### src/hdl/slt_pkg.sv
package slt_pkg;

  localparam int KIND_W   = 3;
  localparam int VALUE_W  = 32;
  localparam int INDEX_W  = 8;
  localparam int STATUS_W = 2;
  localparam int COUNT_W  = 9;

  localparam logic [KIND_W-1:0] KIND_INSERT    = 3'd0;
  localparam logic [KIND_W-1:0] KIND_RM_INDEX  = 3'd1;
  localparam logic [KIND_W-1:0] KIND_RM_VALUE  = 3'd2;
  localparam logic [KIND_W-1:0] KIND_READ      = 3'd3;
  localparam logic [KIND_W-1:0] KIND_WRITE     = 3'd4;

  localparam logic [STATUS_W-1:0] ST_OK       = 2'd0;
  localparam logic [STATUS_W-1:0] ST_FULL     = 2'd1;
  localparam logic [STATUS_W-1:0] ST_RANGE    = 2'd2;
  localparam logic [STATUS_W-1:0] ST_NOTFOUND = 2'd3;

  // Number of cells folded together in the first stage of the read tree.
  localparam int RD_GROUP = 16;

  typedef struct packed {
    logic                      apply;
    logic [KIND_W-1:0]         kind;
    logic signed [VALUE_W-1:0] value;
    logic [INDEX_W-1:0]        index;
  } slt_ctrl_t;

endpackage

### src/hdl/slt_cell.sv
module slt_cell #(
  parameter int POS   = 0,
  parameter int CNT_W = 9,
  parameter int CMP_W = 9
) (
  input  logic                               clk,
  input  slt_pkg::slt_ctrl_t                 ctrl,
  input  logic [CNT_W-1:0]                   entry_count,
  input  logic signed [slt_pkg::VALUE_W-1:0] prev_word,
  input  logic signed [slt_pkg::VALUE_W-1:0] next_word,
  input  logic                               scan_own,
  input  logic                               scan_prev,
  output logic signed [slt_pkg::VALUE_W-1:0] word,
  output logic                               le,
  output logic                               eq,
  output logic signed [slt_pkg::VALUE_W-1:0] sel_word
);
  import slt_pkg::*;

  localparam logic [CNT_W-1:0] POS_CNT = CNT_W'(POS);
  localparam logic [CMP_W-1:0] POS_CMP = CMP_W'(POS);

  logic                      occupied;
  logic                      upto;
  logic                      at_index;
  logic                      from_index;
  logic [CMP_W-1:0]          index_ext;
  logic signed [VALUE_W-1:0] word_next;

  assign index_ext  = CMP_W'(ctrl.index);
  assign occupied   = POS_CNT < entry_count;
  assign upto       = POS_CNT <= entry_count;
  assign at_index   = POS_CMP == index_ext;
  assign from_index = POS_CMP >= index_ext;

  assign le       = occupied && (word <= ctrl.value);
  assign eq       = occupied && (word == ctrl.value);
  assign sel_word = (occupied && at_index) ? word : '0;

  always_comb begin
    word_next = word;
    if (ctrl.apply) begin
      unique case (ctrl.kind)
        KIND_INSERT: begin
          if (upto) begin
            if (!scan_prev) begin
              word_next = prev_word;
            end else if (!scan_own) begin
              word_next = ctrl.value;
            end
          end
        end
        KIND_RM_INDEX: begin
          if (occupied && from_index) begin
            word_next = next_word;
          end
        end
        KIND_RM_VALUE: begin
          if (occupied && scan_own) begin
            word_next = next_word;
          end
        end
        KIND_WRITE: begin
          if (occupied && at_index) begin
            word_next = ctrl.value;
          end
        end
        default: begin
        end
      endcase
    end
  end

  always_ff @(posedge clk) begin
    word <= word_next;
  end

endmodule

### config.mk
export PLATFORM = sky130hd
export DESIGN_NAME = slt_cell
export DESIGN_NICKNAME = d
export VERILOG_FILES = /design/src/hdl/slt_pkg.sv /design/src/hdl/slt_cell.sv
export SDC_FILE = /design/constraint.sdc
export NUM_CORES = 1
export LEC_CHECK = 0
export BUFFER_PORTS_ARGS = -buffer_cell sky130_fd_sc_hd__buf_2
export CAP_MARGIN = 30
export CORE_ASPECT_RATIO = 0.75
export CORE_UTILIZATION = 47
export DETAILED_ROUTE_END_ITERATION = 8
export PLACE_DENSITY = 0.85
export SETUP_SLACK_MARGIN = 0.1
export SYNTH_ARGS = -nofsm -noshare
export SYNTH_HDL_FRONTEND = slang
export SYNTH_SLANG_ARGS = --single-unit
export TNS_END_PERCENT = 1
### constraint.sdc
create_clock -name clk -period 3.5 [get_ports clk]
set_input_delay 0 -clock clk [delete_from_list [all_inputs] [get_ports clk]]
set_output_delay 0 -clock clk [all_outputs]
set_load 0.01 [all_outputs]
==> flow_metrics.env, run 1 <==
export IMPL_antenna_found_initial=0
export IMPL_totalNegativeSetupSlack_ps=0
export IMPL_syn_area_sq_um=3550
export IMPL_synth_flop_cell="sky130_fd_sc_hd__edfxtp_1"
export IMPL_yosys_warnings=0
export IMPL_cp_start_kind="flip-flop"
export IMPL_hold_path_stages=3
export IMPL_cts_setup_buffers=0
export IMPL_fraction_of_synthesis_flops_using_an_asynchronous_set_or_reset_pin_pct=0
export IMPL_worstMarginPinSlew_ps=1030
export IMPL_status="finished, final reports clean"
export IMPL_cts_repair_resize_count=0
export IMPL_synth_xor_area_share_pct=0.246
export IMPL_timing_critical_path_to_type="primary output"
export IMPL_ctsRootBufferMaster="sky130_fd_sc_hd__clkbuf_8"
export IMPL_post_synth_and_or_nand_nor_area_fraction_pct=14.6
export IMPL_hold_worst_slack_ps=66.8
export IMPL_die_width_um=102
export IMPL_post_layout_total_power_mw=1.24
export IMPL_total_length_of_routed_wires_um=11700
export IMPL_place_detailed_hpwl_um=8760
export IMPL_share_of_synthesized_area_occupied_by_flip_flops_and_latches_pct=27.0
export IMPL_worst_endpoint_required_ps=3500
export IMPL_setup_viol=0
export IMPL_grt_max_degree=39
export IMPL_number_of_buffers_inserted_for_hold_repair_after_clock_tree_synthesis=0
export IMPL_die_height_um=77.3
export IMPL_hold_path_endpoint="word[13]"
export IMPL_min_period_over_period_pct=84.7
export IMPL_floorplan_die_area_sq_um=7920
export IMPL_fin_cells=690
export IMPL_synthAdderAreaFrac_pct=11.5
export IMPL_setup_worst_path_class="reg2out"
export IMPL_postSynthAreaPerCell_sq_um=8.48
export IMPL_via_count_of_the_first_global_routing_pass=3721
export IMPL_finalNetCount=740
export IMPL_placed_cells_incl_taps=682
export IMPL_rsz_0062_raised_after_global_routing="false"
export IMPL_hold_path_class="in2reg"
export IMPL_cts_num_sinks=32
export IMPL_antenna_cells=0
export IMPL_fillCellCount=673
export IMPL_synth_area_mux_share_pct=19.2
export IMPL_detail_route_iter0_violations=175
export IMPL_synth_enable_flop_cells=32
export IMPL_placed_cell_area_sq_um=4570
export IMPL_final_core_utilization_pct=63.4
export IMPL_grt_remaining_overflow=0
export IMPL_design_core_area_sq_um=7330
export IMPL_cts_buffers=5
export IMPL_layout_top_registers="word (32)"
export IMPL_power_density_nw_per_um2=267
export IMPL_synth_ff_latch_count=32
export IMPL_track_usage_pct=28.9
export IMPL_standby_leakage_power_nw=2.32
export IMPL_netlist_cell_type_count=33
export IMPL_detailroute_via_count=3914
export IMPL_std_cell_rows=27
export IMPL_worst_setup_hold_path_clk_slew_ps=70
export IMPL_gate_count_of_the_mapped_netlist=419
export IMPL_antenna_violating_nets_remaining=0
export IMPL_syn_to_final_growth_pct=30.7
export IMPL_gp_routability_congestion=0.847
export IMPL_period_needed_ps=2970
export IMPL_final_area_sq_um=4650
export IMPL_cp_arrival_ps=2970
export IMPL_drt_wirelength_per_cell_um=17.0
export IMPL_finalMaxSlewViolations=0
export IMPL_register_ranked_first_by_flip_flop_count="word"
export IMPL_io_buffer_count=185
export IMPL_vias_per_cell=5.67
export IMPL_h_tree_depth=2
export IMPL_remaining_drc_errors=0
export IMPL_max_slew_margin_rel_pct=31.0
export IMPL_grt_pass1_wl_um=17600
export IMPL_initial_utilization_pct=48.5
export IMPL_synth_compound_area_share_pct=20.6
export IMPL_boundaryPins=186
export IMPL_fmax_ghz=0.337
export IMPL_ctsLongestPathBuffers=2
export IMPL_detailedRoute_firstPassIterationCount=5
export IMPL_share_of_post_route_cells_with_drive_strength_above_1_pct=39.2
export IMPL_crit_fanout=3
export IMPL_vdd_ir_drop_worst_v=0.000135
export IMPL_preCtsSetupSlack_ps=844
export IMPL_finalWorstSetupSlack_ps=535
export IMPL_hp_start="ctrl[21]"
export IMPL_max_cap_violations=0
export IMPL_synth_net_count=571
export IMPL_finalHoldViolCount=0
export IMPL_flip_flop_count_of_the_largest_register_after_layout=32
export IMPL_synth_top_family_by_area="compound AO/OA/AOI/OAI gates"
export IMPL_tritoncts="built"
-- synthesized netlist by cell type, types with 2 or more instances --
master / count / area share (%)
sky130_fd_sc_hd__ha_1: 32 / 11
sky130_fd_sc_hd__o21ai_0: 35 / 4.9
sky130_fd_sc_hd__a21o_1: 3 / 0.63
sky130_fd_sc_hd__nor4_1: 5 / 0.88
sky130_fd_sc_hd__nor2_1: 37 / 3.9
sky130_fd_sc_hd__nand4_1: 6 / 1.1
sky130_fd_sc_hd__mux2_2: 32 / 10
sky130_fd_sc_hd__a22oi_1: 32 / 6.8
sky130_fd_sc_hd__mux2i_1: 32 / 9.0
sky130_fd_sc_hd__and2_1: 32 / 5.6
sky130_fd_sc_hd__a21oi_1: 48 / 6.8
sky130_fd_sc_hd__a31oi_1: 2 / 0.35
sky130_fd_sc_hd__buf_2: 3 / 0.42
sky130_fd_sc_hd__nand3_1: 5 / 0.70
sky130_fd_sc_hd__nand2_1: 7 / 0.74
sky130_fd_sc_hd__clkbuf_1: 26 / 2.7
sky130_fd_sc_hd__edfxtp_1: 32 / 27
sky130_fd_sc_hd__nor3_1: 2 / 0.28
sky130_fd_sc_hd__inv_1: 34 / 3.6
-- where the power goes --
group | switching, mW | leakage, nW | internal [mW] | total [mW]
registers | 0.0306 | 0.287 | 0.471 | 0.501
logic | 0.257 | 1.99 | 0.212 | 0.469
clock network | 0.131 | 0.0399 | 0.138 | 0.269
total | 0.418 | 2.32 | 0.821 | 1.24
-- logic make-up (layout without fill, tap and decap cells) --
kind of cell	count (synthesis)	after routing
compound gates	125	125
xor+xnor	1	1
fa+ha+maj	33	33
buf+inv	63	233
flops	32	32
mux	64	64
simple gates	101	101
-- how the worst max path moves through the flow --
| stage | start | end | slack [ps] | depth (start not counted) |
|---|---|---|---|---|
| 5_1_grt | word[19] | le | 460 | 8 |
| 3_5_place_dp | word[19] | le | 840 | 8 |
| 4_1_cts | word[17] | le | 540 | 8 |
| 6_report | word[19] | le | 530 | 8 |
| 3_3_place_gp | word[17] | le | 940 | 8 |
| 2_1_floorplan | ctrl[40] | word[0] | 750 | 6 |
-- cell usage in the layout, fill, tap and decap left out, drive strengths merged --
master and count:
a221oi 1, ha 32, inv 34, and2 33
mux2 32, clkbuf 7, nand4 6, clkinv 1
or3b 1, a22oi 32, a21o 3, a22o 1
nor2b 1, edfxtp 32, nand4b 1, a221o 1
nor2 37, a31oi 2, maj3 1, mux2i 32
o311ai 1, xnor2 1, a21oi 48, nand2 7
and3 1, o21ai 36, nand3 5, nor4 5
buf 191, nor3b 1, or4 1, nor3 2
-- routing by layer --
metal | GRT usage (%) | vias to the layer above | wire, um | part of all wire, %
met4 | 6.71 | 0 | 123 | 1.0
met5 | 0 | - | 0 | 0
met3 | 4.28 | 10 | 788 | 6.7
met1 | 33.3 | 1845 | 4740 | 40
met2 | 55.0 | 183 | 6100 | 52
li1 | - | 1876 | - | -
-- cell type report --
| class | instances | area, sq um | area share [%] |
|---|---|---|---|
| multi-input cells | 324 | 2370 | 51.0 |
| repair buffers | 191 | 983 | 21.2 |
| flip-flops and latches | 32 | 961 | 20.7 |
| inverters | 34 | 128 | 2.75 |
| well taps | 101 | 126 | 2.72 |
| clock buffers | 7 | 76.3 | 1.64 |
| clock inverters | 1 | 3.75 | 0.0808 |
-- critical path, cell delays in order, from the launching register on --
cell and delay [ps]:
sky130_fd_sc_hd__edfxtp_1 430, sky130_fd_sc_hd__ha_1 320, sky130_fd_sc_hd__and2_0 190, sky130_fd_sc_hd__a221o_1 310, sky130_fd_sc_hd__a22o_1 230, sky130_fd_sc_hd__or4_1 440, sky130_fd_sc_hd__or3b_1 370, sky130_fd_sc_hd__o21ai_1 220
sky130_fd_sc_hd__buf_2 180
Note: power is estimated with default switching activity, not from simulation.
==> run 2: changes to the inputs <==
clock period = 2.79 ns   (was 3.5 ns; I/O delays follow)
==> flow_metrics.env, run 2 (same netlist as run 1, synthesis figures left out) <==
export IMPL_cp_arrival_ps=2850
export IMPL_vias_per_cell=5.69
export IMPL_antenna_found_initial=0
export IMPL_initial_utilization_pct=48.5
export IMPL_drt_wirelength_per_cell_um=17.4
export IMPL_fmax_ghz=0.350
export IMPL_status="finished with violations"
export IMPL_final_core_utilization_pct=63.9
export IMPL_max_slew_margin_rel_pct=31.2
export IMPL_rsz_0062_raised_after_global_routing="true"
export IMPL_period_needed_ps=2850
export IMPL_standby_leakage_power_nw=2.33
export IMPL_layout_top_registers="word (32)"
export IMPL_gp_routability_congestion=0.847
export IMPL_placed_cell_area_sq_um=4580
export IMPL_antenna_cells=0
export IMPL_layout_cells_most_common="sky130_fd_sc_hd__buf_2"
export IMPL_tritoncts="built"
export IMPL_setup_viol=1
export IMPL_io_buffer_count=185
export IMPL_grt_pass1_wl_um=18600
export IMPL_hold_path_class="in2reg"
export IMPL_crit_fanout=3
export IMPL_h_tree_depth=2
export IMPL_floorplan_die_area_sq_um=7920
export IMPL_register_ranked_first_by_flip_flop_count="word"
export IMPL_worst_endpoint_required_ps=2790
export IMPL_cts_buffers=5
export IMPL_syn_to_final_growth_pct=31.7
export IMPL_finalWorstSetupSlack_ps=-64.1
export IMPL_finalNetCount=744
export IMPL_flip_flop_count_of_the_largest_register_after_layout=32
export IMPL_grt_remaining_overflow=0
export IMPL_timing_critical_path_to_type="primary output"
export IMPL_finalHoldViolCount=0
export IMPL_via_count_of_the_first_global_routing_pass=3927
export IMPL_grt_max_degree=34
export IMPL_share_of_post_route_cells_with_drive_strength_above_1_pct=40.4
export IMPL_remaining_drc_errors=0
export IMPL_total_length_of_routed_wires_um=12000
export IMPL_totalNegativeSetupSlack_ps=-64.1
export IMPL_ctsRootBufferMaster="sky130_fd_sc_hd__clkbuf_8"
export IMPL_setup_worst_path_class="reg2out"
export IMPL_preCtsSetupSlack_ps=181
export IMPL_worst_setup_hold_path_clk_slew_ps=80
export IMPL_std_cell_rows=27
export IMPL_finalMaxSlewViolations=0
export IMPL_die_height_um=77.3
export IMPL_power_density_nw_per_um2=337
export IMPL_min_period_over_period_pct=102
export IMPL_max_cap_violations=0
export IMPL_final_area_sq_um=4680
export IMPL_layout_cells_most_common_list="185 x sky130_fd_sc_hd__buf_2, 48 x sky130_fd_sc_hd__a21oi_1, 36 x sky130_fd_sc_hd__nor2_1, 35 x sky130_fd_sc_hd__o21ai_0, 34 x sky130_fd_sc_hd__inv_1"
export IMPL_boundaryPins=186
export IMPL_violations="setup timing"
export IMPL_detailroute_via_count=3944
export IMPL_vdd_ir_drop_worst_v=0.000200
export IMPL_detailedRoute_firstPassIterationCount=5
export IMPL_cp_start_kind="flip-flop"
export IMPL_design_core_area_sq_um=7330
export IMPL_worstMarginPinSlew_ps=1030
export IMPL_fillCellCount=620
export IMPL_die_width_um=102
export IMPL_antenna_violating_nets_remaining=0
export IMPL_place_detailed_hpwl_um=9060
export IMPL_ctsLongestPathBuffers=2
export IMPL_track_usage_pct=30.2
export IMPL_detail_route_iter0_violations=139
export IMPL_cts_num_sinks=32
[run 2: cell types whose count changed in the layout (fill, tap and decap cells not counted)]
cell and delta:
sky130_fd_sc_hd__or4_1 -1, sky130_fd_sc_hd__or4_4 +1, sky130_fd_sc_hd__o21ai_2 +1, sky130_fd_sc_hd__and2_1 +1
sky130_fd_sc_hd__o21ai_1 -1, sky130_fd_sc_hd__clkinv_1 -1, sky130_fd_sc_hd__ha_4 +1, sky130_fd_sc_hd__buf_12 -1
sky130_fd_sc_hd__and2_0 -1, sky130_fd_sc_hd__ha_1 -1, sky130_fd_sc_hd__buf_4 +5, sky130_fd_sc_hd__clkinv_2 +1
sky130_fd_sc_hd__clkbuf_1 -1
[run 2: timing repair]
item,in CTS,in global routing
setup endpoints to repair,1,1
setup buffers,1,0
endpoints found under the hold margin,0,0
hold buffers,0,0
resized for setup,4,0
[run 2: area by class of cell]
class	instances	area, sq um	share of cell area, %
Tap cell	101	126	2.70
Timing Repair Buffer	195	1000	21.4
Clock buffer	6	72.6	1.55
Multi-Input combinational cell	324	2390	51.0
Clock inverter	1	5.00	0.107
Inverter	34	128	2.73
Sequential cell	32	961	20.5
[run 2: power breakdown]
group | total, mW | internal (mW) | leakage (nW) | switching (mW)
clock | 0.350 | 0.170 | 0.0410 | 0.180
sequential | 0.626 | 0.591 | 0.287 | 0.0350
combinational | 0.601 | 0.273 | 2.01 | 0.328
[run 2: critical path: stages, from the launching register on]
cell	delay (ps)
sky130_fd_sc_hd__edfxtp_1	450
sky130_fd_sc_hd__ha_4	240
sky130_fd_sc_hd__a21o_1	170
sky130_fd_sc_hd__a221o_1	320
sky130_fd_sc_hd__a22o_1	250
sky130_fd_sc_hd__or4_4	430
sky130_fd_sc_hd__or3b_1	380
sky130_fd_sc_hd__o21ai_2	170
sky130_fd_sc_hd__buf_2	160
[run 2: path summary, 6_finish.rpt]
check | from | end | cells after the start
worst min-delay path | ctrl[8] | word[0] | 3
worst max-delay path | word[17] | le | 8
[run 2: per-layer routing]
layer | track usage (%) | vias up | routed length, um
met4 | 8.71 | 0 | 160
li1 | - | 1878 | -
met3 | 5.74 | 25 | 956
met5 | 0 | - | 0
met1 | 35.0 | 1826 | 4720
met2 | 55.6 | 215 | 6190
[run 2: through the flow]
stage	total power, mW	instances	hold WS, ps
CTS	1.58	693	58.6
detailed placement	1.22	685	352
floorplan	0.973	419	209
finish	1.58	693	62.2
global placement	1.20	685	343
global route	1.67	693	77.1
